==> src/rtl/msq_pkg.sv <==
// shared types and constants of the note sequencer
// no dependencies; imported by every module of the block
package msq_pkg;

	localparam int NOTE_DEPTH_DEF    = 256;
	localparam int CHANNEL_COUNT_DEF = 3;
	localparam int MAX_CHANNELS      = 3;
	localparam int QUEUE_DEPTH       = 4;

	localparam int COUNT_W  = 9;
	localparam int VOLUME_W = 8;
	localparam int CFG_IDX_W = 3;

	localparam logic [CFG_IDX_W-1:0] CFG_COUNT_BASE  = 3'd0;
	localparam logic [CFG_IDX_W-1:0] CFG_VOLUME_BASE = 3'd3;

	localparam logic [1:0] OP_TICK    = 2'd0;
	localparam logic [1:0] OP_WRITE   = 2'd1;
	localparam logic [1:0] OP_RESTART = 2'd2;

	typedef enum logic [1:0] {
		KIND_TICK,
		KIND_WRITE,
		KIND_RESTART
	} msq_kind_t;

	typedef struct packed {
		logic [1:0]  operation;
		logic [1:0]  channel;
		logic [7:0]  slot;
		logic [15:0] note_frequency;
		logic [7:0]  note_duration;
	} msq_in_t;

	typedef struct packed {
		logic [1:0]  tone_channel;
		logic [15:0] tone_frequency;
		logic [7:0]  tone_volume;
		logic        last;
	} msq_out_t;

	typedef struct packed {
		msq_kind_t   kind;
		logic [1:0]  channel;
		logic [7:0]  slot;
		logic [15:0] note_frequency;
		logic [7:0]  note_duration;
	} msq_cmd_t;

	typedef struct packed {
		logic [15:0] freq;
		logic [7:0]  dur;
	} msq_note_t;

endpackage

==> src/rtl/msq_queue.sv <==
// command queue between front decode and back execution
// depends on msq_pkg
module msq_queue import msq_pkg::*; (
	input  logic     clk,
	input  logic     arst_n,
	input  logic     push,
	input  msq_cmd_t push_cmd,
	output logic     full,
	input  logic     pop,
	output logic     head_valid,
	output msq_cmd_t head
);

	localparam int PTR_W = $clog2(QUEUE_DEPTH);

	msq_cmd_t entry_q [QUEUE_DEPTH];
	logic [PTR_W-1:0] wr_ptr_q;
	logic [PTR_W-1:0] rd_ptr_q;
	logic [PTR_W:0]   count_q;

	assign full       = (count_q == (PTR_W+1)'(QUEUE_DEPTH));
	assign head_valid = (count_q != '0);
	assign head       = entry_q[rd_ptr_q];

	always_ff @(posedge clk or negedge arst_n) begin
		if (!arst_n) begin
			wr_ptr_q <= '0;
			rd_ptr_q <= '0;
			count_q  <= '0;
		end else begin
			if (push)
				wr_ptr_q <= wr_ptr_q + 1'b1;
			if (pop)
				rd_ptr_q <= rd_ptr_q + 1'b1;
			if (push && !pop)
				count_q <= count_q + 1'b1;
			else if (pop && !push)
				count_q <= count_q - 1'b1;
		end
	end

	always_ff @(posedge clk) begin
		if (push)
			entry_q[wr_ptr_q] <= push_cmd;
	end

endmodule

==> config.mk <==
export PLATFORM = sky130hd
export DESIGN_NAME = msq_queue
export DESIGN_NICKNAME = d
export VERILOG_FILES = /design/src/rtl/msq_pkg.sv /design/src/rtl/msq_queue.sv
export SDC_FILE = /design/constraint.sdc
export NUM_CORES = 1
export LEC_CHECK = 0
export ABC_AREA = 1
export BUFFER_PORTS_ARGS = -buffer_cell sky130_fd_sc_hd__buf_2
export CORE_ASPECT_RATIO = 1.75
export CORE_MARGIN = 3
export CORE_UTILIZATION = 55
export CTS_BUF_LIST = sky130_fd_sc_hd__clkbuf_16
export CTS_CLUSTER_DIAMETER = 60
export DETAILED_ROUTE_END_ITERATION = 7
export PLACE_DENSITY = 0.77
export SYNTH_ARGS = -nofsm -noshare
export SYNTH_HDL_FRONTEND = slang
export SYNTH_SLANG_ARGS = --single-unit
==> constraint.sdc <==
create_clock -name clk -period 3.3 [get_ports clk]
set_input_delay 0.495 -clock clk [delete_from_list [all_inputs] [get_ports clk]]
set_output_delay 0.495 -clock clk [all_outputs]
set_load 0.02 [all_outputs]
==> run_results.csv, run 1 <==
group,metric,value,unit
grt,grt_pass1_vias,3843,
final_layout,area_growth,16.3,%
final_layout,layout_common_cells,"edfxtp_1, nand2_1, inv_1",
yosys,synth_area_leader_cell,"edfxtp_1",
sta,fmax,385,MHz
final_layout,n_fill_cell,764,
run_status,status,"finished clean",
clock_network,clock_sinks,151,
final_layout,seq_area,0.00450,mm^2
setup_path,critPathCapture,"head[32]",
yosys,synth.avg_cell_area,13.2,um^2
setup_path,crit_slowest_cell,"dfrtp_4",
setup_path,path_cells,"buf_4, nand2_1, o211ai_1, nand2_1, buf_2",
setup_path,crit_cells,5,
setup_path,worst_ep_required_time,2800,ps
pwr,clkPwrFrac,0.261,
clock_network,clockBufferDepth,2,
route,drtAntennaViolNets,0,
yosys,synthFlopType,"edfxtp_1",
placement,io_buffers,77,
setup_path,crit_fanout,44,
setup_path,path_buf_inv,2,
route,dr.pass1.iters,4,
die,initial_core_util,0.569,
final_layout,final_core_util,0.662,
sta,fin_skew,4.95,ps
setup_path,crit_type,"register to primary output",
sta,tightest_slew,805,ps
sta,min_period,2600,ps
clock_network,cts_tree,"done",
grt,antenna_found_initial,0,
setup_path,cp-end-kind,"primary output",
setup_path,startpoint,"rd_ptr_q[0]",
die,core,0.0108,mm^2
route,drt_iter0_drc,323,
route,routed.top_layer,"met4",
clock_network,clock_latency,410,ps
setup_path,timing.rr.end,"entry_q[2][31]",
placement,dp_hpwl,7.38,mm
clock_network,root_buffer,"clkbuf_16",
die,die_h,146,um
pwr,combPwrFrac,0.335,
setup_path,critical_path.top_delay_family,"flip-flops",
clock_network,clkTransAtPathRegs,60,ps
route,met3_length,528,um
setup_path,r2r-start,"wr_ptr_q[0]",
grt,grt_start_max_net_pins,63,
pwr,power_density,944,mW/mm^2
yosys,synth.cell_area,0.00616,mm^2
final_layout,nNetsFinal,598,
sta,finalHoldViolations,0,
hold_path,min_path_type,"input pin to register",
pwr,seqPwrFrac,0.404,
final_layout,multiInputGateArea,0.00114,mm^2
setup_path,r2r_slack,1170,ps
pwr,switching_share,0.359,
yosys,netlist_instances,468,
setup_path,crit_arrival,2100,ps
yosys,netlist_top_cells_area,"edfxtp_1, o211ai_1, nand2_1",
die,io_pins,78,
clock_network,cts_buffers,17,
flow_run,maxCapViolations,0,
sta,holdWs,297,ps
placement,gp_congestion,0.726,
grt,overflow,0,
pwr,p_leak,2.95,nW
route,routedWlPerCell,16.4,um
sta,final.setup.tns,0,ps
clock_network,post-cts-setup-buffers,0,
grt,grt_pass1_wl,18.9,mm
grt,grtUsageTotal,0.199,
sta,setup_viol,0,
route,wl,11.4,mm
pwr,p_switching,2.43,mW
sta,post-route-period-util,0.787,
yosys,synth-seq-cells,151,
die,rows,50,
route,wl_met2,6.47,mm
yosys,async_flop_share,0.0464,
setup_path,rr_worst_depth,5,
die,dieArea,0.0126,mm^2
route,num_vias,3629,
pwr,ir_worst_vdd,0.711,mV
sta,timing_max_transition_violations_final,0,
die,die_width,86.0,um
yosys,yosysWarnings,0,
clock_network,htree_levels,4,
final_layout,mostFrequentLayoutCell,"edfxtp_1",
sta,grt_setup_unrepaired,"false",
yosys,yosys.area.top_type_share,0.702,
setup_path,crit_top_cell,"nand2_1",
pwr,internal-power,4.33,mW
final_layout,drive_above_1_share,0.202,
yosys,synth_edf_count,144,
setup_path,cpPeakStageDelay,690,ps
sta,slew_headroom,0.460,
yosys,synth_cell_type_count,20,
yosys,ys_seq_area_frac,0.730,
final_layout,diodes,0,
setup_path,worstSetupStartpointType,"register",
route,vias_per_cell,5.22,
yosys,syn_nets,514,
route,wl_met1,4.10,mm
route,drc,0,
[cell usage after synthesis, types with 2 or more instances]
| library cell | instances |
|---|---|
| ha_1 | 5 |
| o211ai_1 | 72 |
| dfrtp_1 | 7 |
| buf_6 | 2 |
| edfxtp_1 | 144 |
| xor2_1 | 3 |
| buf_2 | 6 |
| nand2_1 | 122 |
| buf_4 | 10 |
| inv_1 | 83 |
| clkbuf_8 | 5 |
[layer usage]
layer | track usage | vias to the layer above
met3 | 0.0423 | 24
met1 | 0.220 | 1729
met5 | 0 | -
met4 | 0.0990 | 0
met2 | 0.354 | 94
li1 | - | 1782
[registers in the layout, indices dropped and copies added (netlist names)]
signal,cells
entry_q,144
count_q,3
rd_ptr_q,2
wr_ptr_q,2
[through the flow]
stage	power (mW)	instance area [um^2]	setup WS [ps]	std cells
final	6.76	7170	703	695
after global routing	7.18	7170	560	695
after CTS	6.86	7170	706	695
after detailed placement	5.08	6610	1090	662
after global placement	4.99	6610	1150	662
after floorplan	4.41	6160	1410	468
[area by class of cell]
type                    instances  share of cell area
repair buffers                 89              0.0684
inverters                      84              0.0447
clock buffers                  17              0.0594
multi-input cells             209               0.159
clock inverters                15              0.0171
well taps                     130              0.0227
flip-flops and latches        151               0.628
[power by group through the flow]
stage               combinational [mW]  sequential, mW  clock (mW)
CTS                               2.32            2.73        1.80
finish                            2.27            2.73        1.76
detailed placement                2.31            2.77           0
floorplan                         1.77            2.64           0
global placement                  2.24            2.74           0
global route                      2.52            2.78        1.89
[how the worst min path moves through the flow]
stage | start | endpoint | cells after the start
floorplan | arst_n | count_q[0] | 0
global placement | arst_n | wr_ptr_q[1] | 1
detailed placement | arst_n | wr_ptr_q[1] | 1
CTS | pop | rd_ptr_q[0] | 2
global route | push_cmd[7] | entry_q[3][7] | 1
finish | pop | rd_ptr_q[0] | 2
[logic make-up after synthesis]
logic type | Yosys count | share of synthesized area
compound gates | 73 | 0.0885
xor+xnor | 4 | 0.00569
fa+ha+maj | 6 | 0.0134
buf+inv | 108 | 0.0845
flops | 151 | 0.730
simple gates | 126 | 0.0776
[what timing repair did]
action,in CTS,in global routing
resized for setup,0,0
hold endpoints to repair,7,0
hold buffers,1,0
(Power assumes the default switching activity.)
==> inputs of run 2 (changes only) <==
--- a/config.mk
+++ b/config.mk
@@ -9,7 +9,7 @@
 export BUFFER_PORTS_ARGS = -buffer_cell sky130_fd_sc_hd__buf_2
 export CORE_ASPECT_RATIO = 1.75
 export CORE_MARGIN = 3
-export CORE_UTILIZATION = 55
+export CORE_UTILIZATION = 52
 export CTS_BUF_LIST = sky130_fd_sc_hd__clkbuf_16
 export CTS_CLUSTER_DIAMETER = 60
 export DETAILED_ROUTE_END_ITERATION = 7
==> constraint.sdc (replaced) <==
create_clock -name clk -period 2.2 [get_ports clk]
set_input_delay 0.33 -clock clk [delete_from_list [all_inputs] [get_ports clk]]
set_output_delay 0.33 -clock clk [all_outputs]
set_load 0.02 [all_outputs]
==> run 2 against run 1 <==
Compared with the run above: sequential cell count unchanged; cell count rose by 1.0%; largest power group unchanged; wire length rose by 4.5%; die area grew 5.4%; first-iteration DRC count fell by 28%; highest routed layer unchanged.
==> run_results.csv, run 2 (synthesis gave the netlist of run 1 again) <==
group,metric,value,unit
hold_path,hp-start,"push_cmd[17]",
flow_run,maxCapViolations,0,
final_layout,layout_common_cells,"edfxtp_1, nand2_1, inv_1",
route,vias_per_cell,5.30,
die,dieArea,0.0132,mm^2
route,drt_iter0_drc,234,
hold_path,whs_path_depth,1,
setup_path,rr_worst_depth,5,
final_layout,final_area,0.00731,mm^2
final_layout,diodes,0,
hold_path,min_path_type,"input pin to register",
hold_path,whs_endpoint,"entry_q[1][17]",
die,initial_core_util,0.532,
setup_path,timing.rr.end,"entry_q[2][35]",
setup_path,worstSetupStartpointType,"register",
setup_path,r2r_slack,550,ps
route,drtAntennaViolNets,0,
sta,setup_slack,131,ps
final_layout,drive_above_1_share,0.219,
clock_network,root_buffer,"clkbuf_16",
setup_path,crit_arrival,1740,ps
grt,grtUsageTotal,0.191,
sta,grt_setup_unrepaired,"false",
final_layout,nNetsFinal,600,
pwr,power_density,1460,mW/mm^2
setup_path,worst_ep_required_time,1870,ps
sta,tightest_slew,449,ps
grt,overflow,0,
final_layout,n_fill_cell,832,
sta,finalHoldViolations,0,
placement,place_ws,477,ps
setup_path,crit_fanout,28,
route,wl,11.9,mm
final_layout,mostFrequentLayoutCell,"edfxtp_1",
clock_network,cts_buffers,17,
grt,grt_start_max_net_pins,40,
setup_path,r2r-start,"wr_ptr_q[0]",
die,core,0.0116,mm^2
final_layout,regMostFlops,"entry_q",
pwr,p_leak,3.02,nW
route,num_vias,3721,
setup_path,crit_type,"register to primary output",
clock_network,clockBufferDepth,2,
grt,antenna_found_initial,0,
placement,dp_hpwl,7.32,mm
run_status,status,"finished clean",
die,die_h,150,um
clock_network,htree_levels,4,
clock_network,clkTransAtPathRegs,60,ps
setup_path,cp-end-kind,"primary output",
sta,fmax,483,MHz
clock_network,clock_latency,410,ps
clock_network,cts.repair.resized,0,
final_layout,area_growth,18.6,%
placement,io_buffers,77,
sta,setup_viol,0,
route,drc,0,
route,routedWlPerCell,17.0,um
die,die_width,88.3,um
final_layout,top_regs,"entry_q: 144 flops, count_q: 3 flops",
die,rows,52,
pwr,ir_worst_vdd,0.782,mV
sta,slew_headroom,0.700,
sta,fin_skew,7.40,ps
sta,post-route-period-util,0.940,
placement,dpl_cell_area,0.00667,mm^2
grt,grt_pass1_vias,3875,
route,dr.pass1.iters,4,
die,io_pins,78,
final_layout,largest_register_ffs,144,
sta,timing_max_transition_violations_final,0,
placement,gp_congestion,0.744,
sta,final.setup.tns,0,ps
pwr,total_power,10.6,mW
sta,min_period,2070,ps
clock_network,clock_sinks,151,
clock_network,cts_tree,"done",
grt,grt_pass1_wl,18.6,mm
## run 2: changes by cell type in the layout (fill, tap and decap cells not counted), sizes merged
cell	previous run	this run
clkinvlp	3	1
bufinv	2	4
buf	88	90
## run 2: worst max-delay path: stages, from the launching register on
cell	delay, ps
dfrtp_4	620
buf_12	220
o211ai_1	190
nand2_1	120
buf_2	180
## run 2: report_power, final
| part | switching, mW | internal (mW) | leakage, nW |
|---|---|---|---|
| sequential | 0.260 | 3.78 | 1.40 |
| clock | 1.05 | 1.88 | 0.305 |
| combinational | 2.47 | 1.20 | 1.31 |
| total | 3.79 | 6.86 | 3.02 |
## run 2: how the worst max path moves through the flow
stage	startpoint	to	slack, ps
3_5_place_dp	rd_ptr_q[0]	head[29]	480
6_report	rd_ptr_q[0]	head[26]	130
3_3_place_gp	rd_ptr_q[0]	head[29]	510
5_1_grt	rd_ptr_q[0]	head[29]	60
4_1_cts	rd_ptr_q[0]	head[29]	40
2_1_floorplan	wr_ptr_q[0]	entry_q[2][0]	430
## run 2: layout make-up
class	count	area, um^2	area share
Sequential cell	151	4500	0.616
Multi-Input combinational cell	209	1140	0.156
Timing Repair Buffer	91	563	0.0770
Clock buffer	17	425	0.0582
Inverter	84	320	0.0438
Clock inverter	15	186	0.0255
Tap cell	135	169	0.0231
## run 2: timing repair
item / in CTS / in global routing
endpoints found under the setup margin: 0 / 18
endpoints found under the hold margin: 7 / 0
hold buffers: 1 / 0
setup buffers: 0 / 1
## run 2: through the flow
| stage | hold WS (ps) | util | cells |
|---|---|---|---|
| after floorplan | 34.4 | - | 468 |
| after global placement | 174 | 0.576 | 668 |
| after detailed placement | 177 | 0.576 | 668 |
| after CTS | 111 | 0.630 | 701 |
| after global routing | 116 | 0.631 | 702 |
| final | 130 | 0.631 | 702 |
## run 2: metal layers
metal	global-route usage	vias up	part of all wire
met3	0.0595	16	0.049
met4	0.0938	0	0.018
li1	-	1783	-
met1	0.200	1821	0.37
met2	0.336	101	0.56
met5	0	-	0
